<file path="src/sv/gbn_pkg.sv">
package gbn_pkg;

  localparam int SEQ_COUNT = 8;
  localparam int SEQ_BITS  = 3;
  localparam int TIME_BITS = 16;
  localparam int PKT_BITS  = 16;
  localparam int WIN_BITS  = 3;
  localparam int CFG_BITS  = 16;

  localparam logic [1:0] OP_SUBMIT = 2'd0;
  localparam logic [1:0] OP_ACK    = 2'd1;
  localparam logic [1:0] OP_TICK   = 2'd2;

  localparam logic [2:0] KIND_SEND    = 3'd0;
  localparam logic [2:0] KIND_RESEND  = 3'd1;
  localparam logic [2:0] KIND_ACKED   = 3'd2;
  localparam logic [2:0] KIND_IGNORED = 3'd3;
  localparam logic [2:0] KIND_FULL    = 3'd4;

  localparam logic REG_WINDOW  = 1'b0;
  localparam logic REG_TIMEOUT = 1'b1;

  localparam logic [WIN_BITS-1:0]  WINDOW_RESET  = 3'd7;
  localparam logic [TIME_BITS-1:0] TIMEOUT_RESET = 16'd5;

  typedef struct packed {
    logic                 pkt_we;
    logic                 start_we;
    logic                 timing_set;
    logic                 timing_clr;
    logic [SEQ_BITS-1:0]  waddr;
    logic [SEQ_BITS-1:0]  raddr;
    logic [PKT_BITS-1:0]  wpkt;
    logic [TIME_BITS-1:0] wstart;
  } mem_ctl_t;

endpackage

</file>
<file path="src/sv/gbn_slot_mem.sv">
module gbn_slot_mem (
  input  logic                          clk,
  input  logic                          rst,
  input  gbn_pkg::mem_ctl_t             ctl,
  output logic [gbn_pkg::PKT_BITS-1:0]  rd_pkt,
  output logic [gbn_pkg::TIME_BITS-1:0] rd_start,
  output logic                          rd_timing
);
  import gbn_pkg::*;

  logic [PKT_BITS-1:0]  pkt_mem   [SEQ_COUNT];
  logic [TIME_BITS-1:0] start_mem [SEQ_COUNT];
  logic [SEQ_COUNT-1:0] timing;

  always_ff @(posedge clk) begin
    if (rst) begin
      timing <= '0;
    end else begin
      if (ctl.timing_set) begin
        timing[ctl.waddr] <= 1'b1;
      end
      if (ctl.timing_clr) begin
        timing[ctl.waddr] <= 1'b0;
      end
    end
  end

  always_ff @(posedge clk) begin
    if (ctl.pkt_we) begin
      pkt_mem[ctl.waddr] <= ctl.wpkt;
    end
    if (ctl.start_we) begin
      start_mem[ctl.waddr] <= ctl.wstart;
    end
    rd_pkt    <= pkt_mem[ctl.raddr];
    rd_start  <= start_mem[ctl.raddr];
    rd_timing <= timing[ctl.raddr];
  end

endmodule

</file>
<file path="src/sv/go_back_n_sender_window_unit.sv">
// Submit and rejected ack: busy stays low, result strobed next cycle; undefined op: no result.
// Accepted ack freeing n frames: busy until its n results are out, one result per cycle from the slot store port.
// Tick: a scan of up to 8 slot timers through the shared age compare, then on expiry with
// frames outstanding a prime state and one resend result per outstanding frame.
// Synchronous reset empties the window, stops all timers, zeroes time and loads
// window 7 and timeout 5; slot payloads are not cleared. Results cannot be stalled.
module go_back_n_sender_window_unit (
  input  logic                          clk,
  input  logic                          rst,
  input  logic                          start,
  output logic                          busy,
  input  logic [1:0]                    op,
  input  logic [gbn_pkg::PKT_BITS-1:0]  packet_id,
  input  logic [gbn_pkg::SEQ_BITS-1:0]  ack_seq,
  output logic                          result_valid,
  output logic [2:0]                    kind,
  output logic [gbn_pkg::SEQ_BITS-1:0]  seq,
  output logic [gbn_pkg::PKT_BITS-1:0]  frame_packet,
  output logic                          last,
  input  logic                          wr_en,
  input  logic                          wr_index,
  input  logic [gbn_pkg::CFG_BITS-1:0]  wr_data
);
  import gbn_pkg::*;

  typedef enum logic [2:0] {S_IDLE, S_ACK, S_SCAN, S_PRIME, S_RESEND} state_t;

  state_t               state;
  logic [WIN_BITS-1:0]  window_size;
  logic [TIME_BITS-1:0] timeout_ticks;
  logic [SEQ_BITS-1:0]  oldest_unacked;
  logic [SEQ_BITS-1:0]  next_seq;
  logic [SEQ_BITS-1:0]  outstanding;
  logic [TIME_BITS-1:0] now;
  logic [SEQ_BITS-1:0]  ptr;
  logic [SEQ_BITS-1:0]  rem;
  logic [SEQ_BITS-1:0]  idx;

  mem_ctl_t             ctl;
  logic [PKT_BITS-1:0]  rd_pkt;
  logic [TIME_BITS-1:0] rd_start;
  logic                 rd_timing;

  logic [SEQ_BITS-1:0]  dist_ack;
  logic [SEQ_BITS-1:0]  dist_next;
  logic                 ack_ok;
  logic                 full;
  logic [TIME_BITS-1:0] age;
  logic                 expired_hit;
  logic [SEQ_BITS-1:0]  ptr_inc;

  gbn_slot_mem u_mem (
    .clk       (clk),
    .rst       (rst),
    .ctl       (ctl),
    .rd_pkt    (rd_pkt),
    .rd_start  (rd_start),
    .rd_timing (rd_timing)
  );

  assign busy        = (state != S_IDLE);
  assign dist_ack    = SEQ_BITS'(ack_seq - oldest_unacked);
  assign dist_next   = SEQ_BITS'(next_seq - oldest_unacked);
  assign ack_ok      = (dist_ack < dist_next);
  assign full        = (outstanding >= window_size);
  assign age         = TIME_BITS'(now - rd_start);
  assign expired_hit = rd_timing && (age >= timeout_ticks);
  assign ptr_inc     = SEQ_BITS'(ptr + 1'b1);

  always_comb begin
    ctl        = '0;
    ctl.raddr  = oldest_unacked;
    ctl.waddr  = ptr;
    ctl.wpkt   = packet_id;
    ctl.wstart = now;
    case (state)
      S_IDLE: begin
        ctl.waddr = next_seq;
        if (op == OP_TICK) begin
          ctl.raddr = '0;
        end
        if (start && (op == OP_SUBMIT) && !full) begin
          ctl.pkt_we     = 1'b1;
          ctl.start_we   = 1'b1;
          ctl.timing_set = 1'b1;
        end
      end
      S_ACK: begin
        ctl.raddr      = ptr_inc;
        ctl.timing_clr = 1'b1;
      end
      S_SCAN: begin
        ctl.raddr = SEQ_BITS'(idx + 1'b1);
      end
      S_PRIME: begin
        ctl.raddr = oldest_unacked;
      end
      S_RESEND: begin
        ctl.raddr      = ptr_inc;
        ctl.start_we   = 1'b1;
        ctl.timing_set = 1'b1;
      end
      default: begin
      end
    endcase
  end

  always_ff @(posedge clk) begin
    if (rst) begin
      state          <= S_IDLE;
      result_valid   <= 1'b0;
      window_size    <= WINDOW_RESET;
      timeout_ticks  <= TIMEOUT_RESET;
      oldest_unacked <= '0;
      next_seq       <= '0;
      outstanding    <= '0;
      now            <= '0;
    end else begin
      result_valid <= 1'b0;
      if (wr_en) begin
        case (wr_index)
          REG_WINDOW:  window_size   <= wr_data[WIN_BITS-1:0];
          REG_TIMEOUT: timeout_ticks <= wr_data[TIME_BITS-1:0];
          default: begin
          end
        endcase
      end
      case (state)
        S_IDLE: begin
          if (start) begin
            case (op)
              OP_SUBMIT: begin
                result_valid <= 1'b1;
                seq          <= next_seq;
                frame_packet <= packet_id;
                last         <= 1'b1;
                if (full) begin
                  kind <= KIND_FULL;
                end else begin
                  kind        <= KIND_SEND;
                  next_seq    <= SEQ_BITS'(next_seq + 1'b1);
                  outstanding <= SEQ_BITS'(outstanding + 1'b1);
                end
              end
              OP_ACK: begin
                if (ack_ok) begin
                  ptr   <= oldest_unacked;
                  rem   <= SEQ_BITS'(dist_ack + 1'b1);
                  state <= S_ACK;
                end else begin
                  result_valid <= 1'b1;
                  kind         <= KIND_IGNORED;
                  seq          <= ack_seq;
                  frame_packet <= '0;
                  last         <= 1'b1;
                end
              end
              OP_TICK: begin
                idx   <= '0;
                state <= S_SCAN;
              end
              default: begin
              end
            endcase
          end
        end
        S_ACK: begin
          result_valid   <= 1'b1;
          kind           <= KIND_ACKED;
          seq            <= ptr;
          frame_packet   <= rd_pkt;
          last           <= (rem == SEQ_BITS'(1));
          if (outstanding != '0) begin
            outstanding <= SEQ_BITS'(outstanding - 1'b1);
          end
          oldest_unacked <= ptr_inc;
          ptr            <= ptr_inc;
          rem            <= SEQ_BITS'(rem - 1'b1);
          if (rem == SEQ_BITS'(1)) begin
            state <= S_IDLE;
          end
        end
        S_SCAN: begin
          if (expired_hit && (outstanding != '0)) begin
            state <= S_PRIME;
          end else if (expired_hit || (idx == SEQ_BITS'(SEQ_COUNT - 1))) begin
            now   <= TIME_BITS'(now + 1'b1);
            state <= S_IDLE;
          end else begin
            idx <= SEQ_BITS'(idx + 1'b1);
          end
        end
        S_PRIME: begin
          ptr   <= oldest_unacked;
          rem   <= outstanding;
          state <= S_RESEND;
        end
        S_RESEND: begin
          result_valid <= 1'b1;
          kind         <= KIND_RESEND;
          seq          <= ptr;
          frame_packet <= rd_pkt;
          last         <= (rem == SEQ_BITS'(1));
          ptr          <= ptr_inc;
          rem          <= SEQ_BITS'(rem - 1'b1);
          if (rem == SEQ_BITS'(1)) begin
            next_seq <= ptr_inc;
            now      <= TIME_BITS'(now + 1'b1);
            state    <= S_IDLE;
          end
        end
        default: begin
          state <= S_IDLE;
        end
      endcase
    end
  end

  a_window_count: assert property (@(posedge clk) disable iff (rst)
    outstanding == SEQ_BITS'(next_seq - oldest_unacked))
    else $error("outstanding count disagrees with window pointers");

  a_single_last: assert property (@(posedge clk) disable iff (rst)
    result_valid && (kind == KIND_SEND || kind == KIND_FULL || kind == KIND_IGNORED)
      |-> last)
    else $error("single-word result without last");

  a_ack_nonempty: assert property (@(posedge clk) disable iff (rst)
    (state == S_ACK) |-> (outstanding != '0) && (rem != '0))
    else $error("ack walk on empty window");

  a_walk_done: assert property (@(posedge clk) disable iff (rst)
    $fell(busy) && ($past(state) == S_ACK || $past(state) == S_RESEND)
      |-> result_valid && last)
    else $error("walk ended without last word");

endmodule
</file>
<file path="config.mk">
export PLATFORM = sky130hd
export DESIGN_NAME = go_back_n_sender_window_unit
export DESIGN_NICKNAME = d
export VERILOG_FILES = /design/src/sv/gbn_pkg.sv /design/src/sv/gbn_slot_mem.sv /design/src/sv/go_back_n_sender_window_unit.sv
export SDC_FILE = /design/constraint.sdc
export NUM_CORES = 1
export LEC_CHECK = 0
export ABC_AREA = 0
export BUFFER_PORTS_ARGS = -buffer_cell sky130_fd_sc_hd__buf_2
export CORE_MARGIN = 3
export CORE_UTILIZATION = 52
export CTS_CLUSTER_DIAMETER = 40
export CTS_CLUSTER_SIZE = 12
export DETAILED_ROUTE_END_ITERATION = 12
export PLACE_DENSITY = 0.72
export SYNTH_ARGS = -nofsm -noshare
export SYNTH_HDL_FRONTEND = slang
export SYNTH_SLANG_ARGS = --single-unit
</file>
<file path="constraint.sdc">
create_clock -name clk -period 6.6 [get_ports clk]
set_input_delay 1.32 -clock clk [delete_from_list [all_inputs] [get_ports clk]]
set_output_delay 1.32 -clock clk [all_outputs]
set_load 0.05 [all_outputs]
</file>
# [Word-level counts from Yosys, hierarchy flattened]
# Memories as Yosys holds them, arrays and structs flattened. A register that Yosys moved wholly into a read port is not among the register bits.
# Cells that the tools add are included.
# W data, S select, Z words.
[totals] reg_bits=89 ram_bits=256 in_bits=42 output_inout_bits=25 wordCells=168 n_memories=2
[mem_list] memory="u_mem.pkt_mem" words=8 width=16 read_ports=1 rd_clocked_by_memory_dff=1 wr=1 line_no="gbn_slot_mem.sv:11" rtl="logic [PKT_BITS-1:0] pkt_mem [SEQ_COUNT];"
[mem_list] memory="u_mem.start_mem" words=8 width=16 read_ports=1 rd_clocked_by_memory_dff=1 wr=1 line_no="gbn_slot_mem.sv:12" rtl="logic [TIME_BITS-1:0] start_mem [SEQ_COUNT];"
[classes] add_sub_neg=11 magnitude_cmp=6 n_eq_ne=25 n_mux=73 bitwise=5 n_reduce_logical=29
[op_table] operator="$pmux W16 S2" count=3
[op_table] operator="$mux W3" count=31
[op_table] operator="$mux W16" count=5
[op_table] operator="$pmux W3 S2" count=7
[op_table] operator="$pmux W3 S3" count=4
[op_table] operator="$reduce_and A5 Y1" count=6
[op_table] operator="$mux W8" count=3
[op_table] operator="$ne A2 B2 Y1 const B" count=10
[op_table] operator="$add A16 B1 Y16 const B" count=1
[op_table] operator="$ge A16 B16 Y1" count=1
[op_table] operator="$sub A16 B16 Y16" count=1
[op_table] operator="$add A3 B1 Y3 const B" count=5
[op_table] operator="$mux W1" count=12
[op_table] operator="$pmux W3 S4" count=1
[op_table] operator="$reduce_bool A3 Y1" count=4
[op_table] operator="$reduce_bool A2 Y1" count=5
[op_table] operator="$ne A3 B3 Y1 const B" count=3
[op_table] operator="$and A8 B8 Y8" count=1
[op_table] operator="$lt A3 B4 Y1 const B" count=2
[op_table] operator="$not A8 Y8" count=1
[op_table] operator="$or A8 B8 Y8" count=1
[op_table] operator="$pmux W1 S2" count=4
[op_table] operator="$eq A3 B1 Y1 const B" count=2
[op_table] operator="$eq A3 B2 Y1 const B" count=2
[op_table] operator="23 further kinds" count=34

# [Logic depth before layout (Yosys ltp)]
# Gate-level depths: netlist of run 1.
[depth] depth_word=11 ltp_mapped=19

# [Hierarchy]
# A second synthesis of run 1 with hierarchy kept.
[unflattened] cells_unflattened=1128 area_unflattened_um2=16306.9
[modules_own_cells] module="gbn_slot_mem" n_inst=1 cells_each=466 area_each_um2=10862.9 seq_area_each_um2=8508.2
[modules_own_cells] module="go_back_n_sender_window_unit" n_inst=1 cells_each=662 area_each_um2=5444.0 seq_area_each_um2=1921.8

# [Worst setup path after synthesis of run 1]
# OpenSTA, ideal clock, no wires.
[synth_path] path_kind="input to register" start="input ack_seq[0] (netlist bit)" end="register frame_packet[0] (netlist bit), enable pin" setup_ns=0.529 arrival_time_ns=6.431 path_slack_ns=-0.360 stages=11 cell_sequence="inv_1 ha_1 inv_1 fa_1 xor2_1 xnor2_1 ha_1 a21oi_1 a21oi_1 nor3_1 a2111oi_0"
[synth_between] elab_chain_len=4
[synth_lines] item="from (decl)" line_no="go_back_n_sender_window_unit.sv:14" rtl="input logic [gbn_pkg::SEQ_BITS-1:0] ack_seq,"
[synth_lines] item="$sub A3 B3 Y3" line_no="go_back_n_sender_window_unit.sv:62" rtl="assign dist_ack = SEQ_BITS'(ack_seq - oldest_unacked);"
[synth_lines] item="$lt A3 B3 Y1" line_no="go_back_n_sender_window_unit.sv:64" rtl="assign ack_ok = (dist_ack < dist_next);"
[synth_lines] item="$ne A3 B3 Y1 (no line)"
[synth_lines] item="$reduce_and A5 Y1 (no line)"
[synth_lines] item="to (signal assigned)" line_no="go_back_n_sender_window_unit.sv:135" rtl="frame_packet <= packet_id;"
[synth_lines] item="to (signal assigned)" line_no="go_back_n_sender_window_unit.sv:171" rtl="frame_packet <= rd_pkt;"
[synth_lines] item="to (signal assigned)" line_no="go_back_n_sender_window_unit.sv:202" rtl="frame_packet <= rd_pkt;"
[synth_lines] item="to (decl)" line_no="go_back_n_sender_window_unit.sv:18" rtl="output logic [gbn_pkg::PKT_BITS-1:0] frame_packet,"
# No other way between the ends.
# A chain may end at the register's enable or synchronous reset.

# [Final worst setup path of run 1]
[layout_path] start="register now[7]" end="register now[11]"
[layout_between] elab_chain_len=6 elab_cells_between_ends=13
[layout_lines] item="from (decl)" line_no="go_back_n_sender_window_unit.sv:34" rtl="logic [TIME_BITS-1:0] now;"
[layout_lines] item="from (signal assigned)" line_no="go_back_n_sender_window_unit.sv:187" rtl="now <= TIME_BITS'(now + 1'b1);"
[layout_lines] item="from (signal assigned)" line_no="go_back_n_sender_window_unit.sv:208" rtl="now <= TIME_BITS'(now + 1'b1);"
[layout_lines] item="$sub A16 B16 Y16" line_no="go_back_n_sender_window_unit.sv:66" rtl="assign age = TIME_BITS'(now - rd_start);"
[layout_lines] item="$ge A16 B16 Y1" line_no="go_back_n_sender_window_unit.sv:67" rtl="assign expired_hit = rd_timing && (age >= timeout_ticks);"
[layout_lines] item="$logic_and A1 B1 Y1" line_no="go_back_n_sender_window_unit.sv:67"
[layout_lines] item="$logic_or A1 B1 Y1 / $logic_and A1 B1 Y1 (equally long branches)" line_no="go_back_n_sender_window_unit.sv:186, go_back_n_sender_window_unit.sv:184"
[layout_lines] item="$ne A2 B2 Y1 (no line)"
[layout_lines] item="$reduce_and A4 Y1 (no line)"
# Parallel ways exist; a longest one is shown, timed or not. The select of a mux whose other input is x is not followed.

==> results of run 1 <==
## report_power, final
group	switching [mW]	internal, mW	leakage (nW)
clock network	0.971	1.50	0.732
logic	0.919	0.481	2.90
registers	0.0763	2.73	3.37
total	1.97	4.71	7.01
## layout by cell type, fill, tap and decap left out, types with 5 or more instances in the layout
cell type  instances
edfxtp_1         288
a21o_1             6
xnor2_1           20
clkbuf_16         45
o21a_1             5
nor2b_1            6
nand2_1          402
and2_1             7
nand2b_1          16
inv_1             53
a211oi_1           8
buf_4             26
nand3b_1           5
o221a_2            9
o21ai_0           61
o41ai_1            5
o211ai_1           6
clkinv_2           5
bufinv_16          5
ha_1              46
o21ai_1           22
buf_2             66
dfxtp_1           89
or4_1              8
nand3_1          174
inv_6              5
clkbuf_1          11
nor3_1            12
o31ai_1           11
a21oi_1           57
nor2_1            46
## cells by family after synthesis
family          Yosys count
compound gates          220
fa+ha+maj                50
xor+xnor                 22
flops                   377
buf+inv                 135
simple gates            705
mux                       4
## path summary, 6_finish.rpt
path / from / endpoint / slack, ns
setup / recovery: now[7]$_SDFFE_PP0P_ / now[11]$_SDFFE_PP0P_ / 1.97
hold / removal: timeout_ticks[15]$_SDFFE_PP0P_ / timeout_ticks[15]$_SDFFE_PP0P_ / 0.46
setup reg to reg: now[7]$_SDFFE_PP0P_ / now[11]$_SDFFE_PP0P_ / 1.97
hold reg to reg: timeout_ticks[15]$_SDFFE_PP0P_ / timeout_ticks[15]$_SDFFE_PP0P_ / 0.46
## tightest hold or removal path, stage by stage, from the launching register on
cell	delay, ns
dfxtp_1	0.30
nand2_1	0.05
a21oi_1	0.05
## stage by stage
stage,instance area [µm²],instances,hold slack [ns],utilization (%),setup WS [ns]
final,18620,2002,0.4553,60.40,1.973
after global routing,18620,2002,0.4813,60.40,1.672
after CTS,18620,2002,0.4595,60.40,2.016
after detailed placement,17110,1920,0.4521,55.48,2.107
after global placement,17110,1920,0.4451,55.48,2.209
after floorplan,16380,1513,0.4363,-,0.7615
## per-layer routing
layer	routed length (µm)	share of wire, %	GRT usage, %	up-vias
li1	-	-	-	5490
met1	15560	43	28.33	5527
met2	17730	49	36.72	365
met3	2178	6.0	3.027	81
met4	823	2.3	7.008	0
met5	0	0	0	-
## registers in the layout (all words and copies together), names as in the netlist, named ones only
name,count
u_mem.pkt_mem,128
u_mem.start_mem,128
frame_packet,16
now,16
timeout_ticks,16
u_mem.rd_pkt,16
u_mem.rd_start,16
u_mem.timing,7
idx,3
kind,3
next_seq,3
oldest_unacked,3
outstanding,3
ptr,3
rem,3
seq,3
state,3
window_size,3
last,1
result_valid,1
u_mem.rd_timing,1
## layout make-up
cell class | count | share of cell area, %
flip-flops and latches | 377 | 56.01
multi-input cells | 1001 | 29.28
inverters | 54 | 1.089
clock buffers | 58 | 6.417
well taps | 396 | 2.661
clock inverters | 24 | 1.720
repair buffers | 92 | 2.822
==> results_dict.tcl, run 1 <==
set metrics [dict create \
    die_width_um 183.5 \
    p_leak_nw 7.006 \
    synthMostInstantiatedCell "nand2_1" \
    synthMuxAreaShare_pct 0.2445 \
    cts_resized 0 \
    ir_worst_vdd_v 0.0002702 \
    drive_above_1_share_pct 11.52 \
    synthArstFlopShare_pct 0 \
    synth_compound_area_share_pct 8.412 \
    synth_area_leaders "edfxtp_1 53%, dfxtp_1 11%, nand2_1 9.2%" \
    worst-path-buf-inv 1 \
    portBuffers 66 \
    cp-start-kind "flip-flop" \
    multiInputGateArea_um2 5451 \
    hold_viol_final 0 \
    rr_worst_depth 16 \
    die-area_um2 33660 \
    cpPeakStageDelay_ns 0.63 \
    regArea_um2 10430 \
    syn_area_um2 16380 \
    rows 64 \
    grt_use_total_pct 21.41 \
    rsz0062_at_grt "false" \
    avgSynthCellArea_um2 10.82 \
    post_drt_wl_per_cell_um 18.13 \
    drt_pass1_iterations 5 \
    grt_max_degree 98 \
    clockBufferDepth 3 \
    critPathRequiredTime_ns 7.07 \
    start_util_pct 53.12 \
    tns_ns 0 \
    core_um2 30830 \
    yosys_most_used_dff "edfxtp_1" \
    syn_nets 1605 \
    fin_crit_sh_pct 70.10 \
    run_status "completed" \
    worstSetupPathType "reg -> reg" \
    fin_crit_ns 4.627 \
    power_density_nw_per_um2 358.3 \
    area_delta_synth_final_pct 13.71 \
    cts_root_buf "clkbuf_16" \
    grt_pass1_wl_um 57310 \
    grt_pass1_vias 10930 \
    path_cells "ha_1 -> and4_1 -> a2111oi_0 -> o21ai_0 -> a21o_1 -> a31o_2 -> a21oi_1 -> xnor2_1 -> ha_1 -> nand4_1 -> nor3_1 -> a211o_1 -> a31oi_2 -> buf_4 -> or4b_2 -> a21oi_1" \
    cts_tree "yes" \
    ios 67 \
    synth.yosys.seq_area_share_pct 63.69 \
    gp_congestion 0.8272 \
    finalClockSkew_ns 0.02049 \
    end_kind "flip-flop" \
    critPathTopFamily "compound AO/OA/AOI/OAI gates" \
    synth_top_family_by_area "simple AND/OR/NAND/NOR gates" \
    yosysTopAreaCell "edfxtp_1" \
    path_max_fanout 32 \
    total_power_mw 6.672 \
    synthXorXnorAreaFrac_pct 1.177 \
    antenna_found_initial 0 \
    arrival_ns 5.10 \
    worstMarginPinSlew_ns 1.113 \
    clock-sinks 377 \
    yosys.area_share.simple_pct 19.03 \
    drv_cap 0 \
    finalMaxSlewViolations 0 \
    worst_path_max_delay_cell "or4b_2" \
    netlist.area_leader.share_pct 52.81 \
    hp-class "reg -> reg" \
    crit_cells 16 \
    hold_buffers 0 \
    holdPathStages 2 \
    nets 1663 \
    antennaDiodeCount 0 \
    synth_edf_count 288 \
    via_count 11460 \
    drt-vias-per-instance 5.726 \
    overflow 0 \
    synth_warnings 0 \
    routed_wl_um 36300 \
    drtAntennaViolNets 0 \
    clock_latency_ns 0.56 \
    synthAdderAreaFrac_pct 4.004 \
    synthCells 1513 \
    finalSetupViolations 0 \
    relSlewSlack_pct 25.80 \
    cts_inserted_buffers 45 \
    synth.distinct_cells 61 \
    dp_hpwl_um 21030 \
    post-route-drc-count 0 \
    clk_pin_slew_ns 0.06 \
    die_h_um 183.5 \
    synth_common_cells "402 x nand2_1, 288 x edfxtp_1, 174 x nand3_1" \
    cts_setup_buffers 0 \
    clock.fmax_ghz 0.2161 \
    htreeDepth 2 \
    fillers 2404 \
    synth_seq_cells 377 \
    drt_iter0_drc 905 \
]
Note: power is estimated with default switching activity, not from simulation.
==> run 2, diff against run 1 <==
==> constraint.sdc (replaced) <==
create_clock -name clk -period 4.17 [get_ports clk]
set_input_delay 0.834 -clock clk [delete_from_list [all_inputs] [get_ports clk]]
set_output_delay 0.834 -clock clk [all_outputs]
set_load 0.05 [all_outputs]
==> run 2 against run 1 <==
Count of clock-buffer cells in the layout is 2 higher; non-clock buffer count up 39; cell count is 1.9% higher; maximum frequency up 11%.
==> results_dict.tcl, run 2 (synthesis results as in run 1) <==
set metrics [dict create \
    ios 67 \
    p_sw_mw 3.174 \
    overflow 0 \
    critPathRequiredTime_ns 4.64 \
    hold_buffers 0 \
    hp-class "reg -> reg" \
    antenna_found_initial 0 \
    clockBufferDepth 3 \
    drt-vias-per-instance 5.726 \
    power_density_nw_per_um2 564.3 \
    p_sw_share_pct 29.23 \
    die_h_um 183.5 \
    finalMaxSlewViolations 0 \
    tns_ns 0 \
    die_width_um 183.5 \
    gp_congestion 0.8642 \
    clock_latency_ns 0.55 \
    total_power_mw 10.86 \
    grt_use_total_pct 21.57 \
    run_status "completed" \
    rows 64 \
    place_inst 1952 \
    pwr-share-seq_pct 40.8 \
    grt_pass1_wl_um 58390 \
    cts_root_buf "clkbuf_16" \
    dpl_cell_area_um2 17430 \
    clock.fmax_ghz 0.2410 \
    htreeDepth 2 \
    path_cells "inv_2 -> ha_4 -> fa_2 -> nor2b_2 -> o31a_1 -> o211ai_1 -> a21boi_1 -> o31ai_2 -> a21oi_1 -> xor2_1 -> ha_1 -> nand4_1 -> nor3_2 -> a211o_1 -> a31oi_4 -> buf_12 -> buf_6 -> or4_4 -> a21oi_2" \
    fin_crit_ns 4.150 \
    arrival_ns 4.62 \
    clk_pin_slew_ns 0.06 \
    rsz0062_at_grt "true" \
    finalSetupViolations 0 \
    hold_viol_final 0 \
    drtAntennaViolNets 0 \
    crit_cells 19 \
    critPathTopFamily "compound AO/OA/AOI/OAI gates" \
    clock-sinks 377 \
    worst-path-buf-inv 3 \
    dp_hpwl_um 21810 \
    intPower_mw 7.683 \
    cp-start-kind "flip-flop" \
    core_um2 30830 \
    ir_worst_vdd_v 0.0003672 \
    fillers 2342 \
    grt_pass1_vias 11470 \
    finalClockSkew_ns 0.01552 \
    end_kind "flip-flop" \
    postLayoutCellArea_um2 19240 \
    start_util_pct 53.12 \
    worst_path_max_delay_cell "or4_4" \
    grt_max_degree 67 \
    worstSetupPathType "reg -> reg" \
    p_comb_share_pct 22.4 \
    drt_iter0_drc 1064 \
    routed_wl_um 37560 \
    path_max_fanout 7 \
    final_cell_mix "402 x nand2_1, 288 x edfxtp_1, 174 x nand3_1" \
    cts_inserted_buffers 45 \
    drv_cap 0 \
    relSlewSlack_pct 39.73 \
    rr_worst_depth 19 \
    via_count 11690 \
    worstMarginPinSlew_ns 0.9041 \
    holdPathStages 2 \
    cts_tree "yes" \
    clockPowerShare_pct 36.8 \
    layout_commonest_cell "nand2_1" \
    antennaDiodeCount 0 \
    post-route-drc-count 0 \
    post_drt_wl_per_cell_um 18.40 \
    drive_above_1_share_pct 15.26 \
    portBuffers 66 \
    die-area_um2 33660 \
    fin_crit_sh_pct 99.51 \
    area_delta_synth_final_pct 17.48 \
    p_leak_nw 7.289 \
    cpPeakStageDelay_ns 0.50 \
    nets 1702 \
    layout.cells.non_filler 2041 \
    top_regs "u_mem.pkt_mem: 128 flops, u_mem.start_mem: 128 flops" \
    drt_pass1_iterations 6 \
]
[run 2: layer usage]
metal | share of wire [%] | global-route usage, %
met5 | 0 | 0
met4 | 3.0 | 8.227
met3 | 6.0 | 3.087
met2 | 50 | 38.19
met1 | 41 | 26.95
[run 2: final cells by class]
type / instances / area [µm²] / area share (%)
inverter: 54 / 202.7 / 1.054
clock buffer: 60 / 1234 / 6.413
tap: 396 / 495.5 / 2.575
multi-input combinational: 1001 / 5623 / 29.23
timing repair buffer: 131 / 935.9 / 4.865
sequential: 377 / 10430 / 54.23
clock inverter: 22 / 315.3 / 1.639
[run 2: repair_timing]
item                                    in CTS  in global routing
endpoints found under the setup margin       3                 19
gates cloned                                 0                  2
buffers inserted                             1                  5
resized for setup                            2                 37
pin swaps                                    1                 27
[run 2: path summary, 6_finish.rpt]
path                                      start                            end  slack [ns]
setup / recovery            now[0]$_SDFFE_PP0P_            now[9]$_SDFFE_PP0P_        0.02
hold / removal    timeout_ticks[9]$_SDFFE_PP0P_  timeout_ticks[9]$_SDFFE_PP0P_        0.45
setup reg to reg            now[0]$_SDFFE_PP0P_            now[9]$_SDFFE_PP0P_        0.02
hold reg to reg   timeout_ticks[9]$_SDFFE_PP0P_  timeout_ticks[9]$_SDFFE_PP0P_        0.45
[run 2: stage by stage]
step / setup WS [ns] / hold WS (ns) / utilization (%)
2_1_floorplan: 0.2346 / 0.4363 / -
3_3_place_gp: 0.1443 / 0.4453 / 56.55
3_5_place_dp: -0.03147 / 0.4508 / 56.55
4_1_cts: 0.01811 / 0.4583 / 61.63
5_1_grt: -0.1406 / 0.4762 / 62.40
6_report: 0.02028 / 0.4542 / 62.40
[run 2: worst reg2reg max path, stage by stage (launching register included)]
cell and delay, ns:
dfxtp_2 0.33, inv_2 0.06, ha_4 0.14, fa_2 0.22
nor2b_2 0.05, o31a_1 0.33, o211ai_1 0.24, a21boi_1 0.12
o31ai_2 0.26, a21oi_1 0.13, xor2_1 0.18, ha_1 0.31
nand4_1 0.17, nor3_2 0.19, a211o_1 0.27, a31oi_4 0.18
buf_12 0.18, buf_6 0.12, or4_4 0.50, a21oi_2 0.12
[run 2: power by group through the flow]
stage,sequential [mW],clock [mW],combinational (mW)
final,4.43,4.00,2.43
after global routing,4.45,4.21,2.72
after CTS,4.42,4.05,2.37
after detailed placement,4.50,0,2.33
after global placement,4.49,0,2.26
after floorplan,4.56,0,1.58
==> run 3, diff against run 2 <==
--- a/config.mk
+++ b/config.mk
@@ -12,6 +12,7 @@
 export CTS_CLUSTER_DIAMETER = 40
 export CTS_CLUSTER_SIZE = 12
 export DETAILED_ROUTE_END_ITERATION = 12
+export MAX_ROUTING_LAYER = met4
 export PLACE_DENSITY = 0.72
 export SYNTH_ARGS = -nofsm -noshare
 export SYNTH_HDL_FRONTEND = slang
==> run 3 against run 2 <==
Count of clock-buffer cells in the layout unchanged; sequential share of layout area down 0.056 points; die area unchanged; first-iteration DRC count down 6.3%; via count up 0.11%; worst hold slack about the same.
==> results_dict.tcl, run 3 (synthesis results as in run 1) <==
set metrics [dict create \
    antennaDiodeCount 0 \
    area_delta_synth_final_pct 17.60 \
    holdPathEnd "timeout_ticks[9]$_SDFFE_PP0P_" \
    rr_worst_depth 19 \
    reg2reg_from "now[0]$_SDFFE_PP0P_" \
    die_h_um 183.5 \
    finalSetupViolations 0 \
    drv_cap 0 \
    cts_inserted_buffers 45 \
    p_comb_share_pct 22.3 \
    drtAntennaViolNets 0 \
    worstReg2RegEnd "now[15]$_SDFFE_PP0P_" \
    total_power_mw 10.86 \
    clockBufferDepth 3 \
    finalMaxSlewViolations 0 \
    nets 1703 \
    htreeDepth 2 \
    drt_pass1_iterations 6 \
    antenna_found_initial 0 \
    grt_pass1_vias 11470 \
    ir_worst_vdd_v 0.0003658 \
    gp_congestion 0.8782 \
    die_width_um 183.5 \
    arrival_ns 4.62 \
    intPower_mw 7.684 \
    finalClockSkew_ns 0.01534 \
    post-route-drc-count 0 \
    cp-start-kind "flip-flop" \
    p_sw_mw 3.174 \
    fin_crit_ns 4.151 \
    pwr-share-seq_pct 40.8 \
    drive_above_1_share_pct 15.49 \
    via_count 11700 \
    p_leak_nw 7.302 \
    regArea_um2 10430 \
    core_um2 30830 \
    hold_viol_final 0 \
    relSlewSlack_pct 40.41 \
    fin_util_pct 62.47 \
    grt_pass1_wl_um 58350 \
    worstSetupPathType "reg -> reg" \
    crit_start "now[0]$_SDFFE_PP0P_" \
    final_cell_mix "402 x nand2_1, 288 x edfxtp_1, 174 x nand3_1" \
    holdPathStages 2 \
    ios 67 \
    min_from "timeout_ticks[9]$_SDFFE_PP0P_" \
    drt-vias-per-instance 5.729 \
    fillers 2339 \
    clock.fmax_ghz 0.2409 \
    routed_wl_um 37390 \
    power_density_nw_per_um2 563.8 \
    hold_buffers 0 \
    rows 64 \
    run_status "completed" \
    grt_max_degree 67 \
    clock_latency_ns 0.54 \
    p_sw_share_pct 29.23 \
    worstMarginPinSlew_ns 0.8939 \
    multiInputGateArea_um2 5623 \
    top_regs "u_mem.pkt_mem: 128 flops, u_mem.start_mem: 128 flops" \
    start_util_pct 53.12 \
    clk_pin_slew_ns 0.05 \
    clock-sinks 377 \
    cts_tree "yes" \
    path_max_fanout 7 \
    layout_commonest_cell "nand2_1" \
    cts_root_buf "clkbuf_16" \
    drt_iter0_drc 997 \
    grt_use_total_pct 22.23 \
    dp_hpwl_um 21810 \
    die-area_um2 33660 \
    rsz0062_at_grt "true" \
    overflow 0 \
    portBuffers 66 \
    post_drt_wl_per_cell_um 18.31 \
    clockPowerShare_pct 36.9 \
    fin_crit_sh_pct 99.55 \
    hp-class "reg -> reg" \
    end_kind "flip-flop" \
    critPathRequiredTime_ns 4.64 \
    rrSetupSlack_ns 0.02 \
]
-- run 3: changes by cell type in the layout (fill, tap and decap cells not counted), sizes merged --
| cell | previous run | this run |
|---|---|---|
| buf | 129 | 130 |
-- run 3: timing repair --
action	in CTS	in global routing
hold endpoints to repair	0	0
gates resized for setup	2	39
pin swaps	1	27
endpoints found under the setup margin	3	19
buffers inserted	1	6
gates cloned	0	2
-- run 3: critical path, stage by stage, from the launching register on --
cell,delay [ns]
dfxtp_2,0.33
inv_2,0.06
ha_4,0.13
fa_2,0.22
nor2b_2,0.05
o31a_1,0.33
o211ai_1,0.24
a21boi_1,0.12
o31ai_2,0.26
a21oi_1,0.12
xor2_1,0.18
ha_1,0.31
nand4_1,0.17
nor3_2,0.19
a211o_1,0.27
a31oi_4,0.16
buf_12,0.16
clkbuf_16,0.15
or4b_4,0.49
a21oi_2,0.14
-- run 3: power groups by stage --
stage	Clock, mW	Sequential [mW]	Combinational, mW
after CTS	4.05	4.42	2.37
after floorplan	0	4.56	1.58
after global placement	0	4.49	2.26
after global routing	4.21	4.45	2.72
final	4.00	4.43	2.42
after detailed placement	0	4.50	2.33
-- run 3: metrics by stage --
| step | setup TNS, ns | instance area, µm² | worst slack, ns | hold WS (ns) | cells |
|---|---|---|---|---|---|
| global route | -1.503 | 19260 | -0.1596 | 0.4762 | 2042 |
| global placement | 0 | 17430 | 0.1443 | 0.4453 | 1952 |
| CTS | 0 | 19000 | 0.01811 | 0.4583 | 2035 |
| detailed placement | -0.08265 | 17430 | -0.03147 | 0.4508 | 1952 |
| finish | 0 | 19260 | 0.01881 | 0.4542 | 2042 |
| floorplan | 0 | 16390 | 0.2346 | 0.4363 | 1513 |
-- run 3: layout make-up --
class                   count  share of cell area, %
clock buffers              60                  6.406
flip-flops and latches    377                  54.17
multi-input cells        1001                  29.20
clock inverters            22                  1.637
repair buffers            132                  4.964
well taps                 396                  2.573
inverters                  54                  1.052
-- run 3: worst max-delay path by stage --
stage          cells after the start              endpoint
2_1_floorplan                     17   now[1]$_SDFFE_PP0P_
3_3_place_gp                      17   now[7]$_SDFFE_PP0P_
3_5_place_dp                      17   now[5]$_SDFFE_PP0P_
4_1_cts                           17   now[5]$_SDFFE_PP0P_
5_1_grt                           19  now[15]$_SDFFE_PP0P_
6_report                          19  now[15]$_SDFFE_PP0P_
-- run 3: layer usage --
layer / up-vias / GRT usage, % / part of all wire [%]
li1: 5583 / - / -
met1: 5572 / 26.93 / 41
met2: 433 / 38.18 / 50
met3: 111 / 3.087 / 6.2
met4: 0 / 8.227 / 3.2
met5: - / - / 0
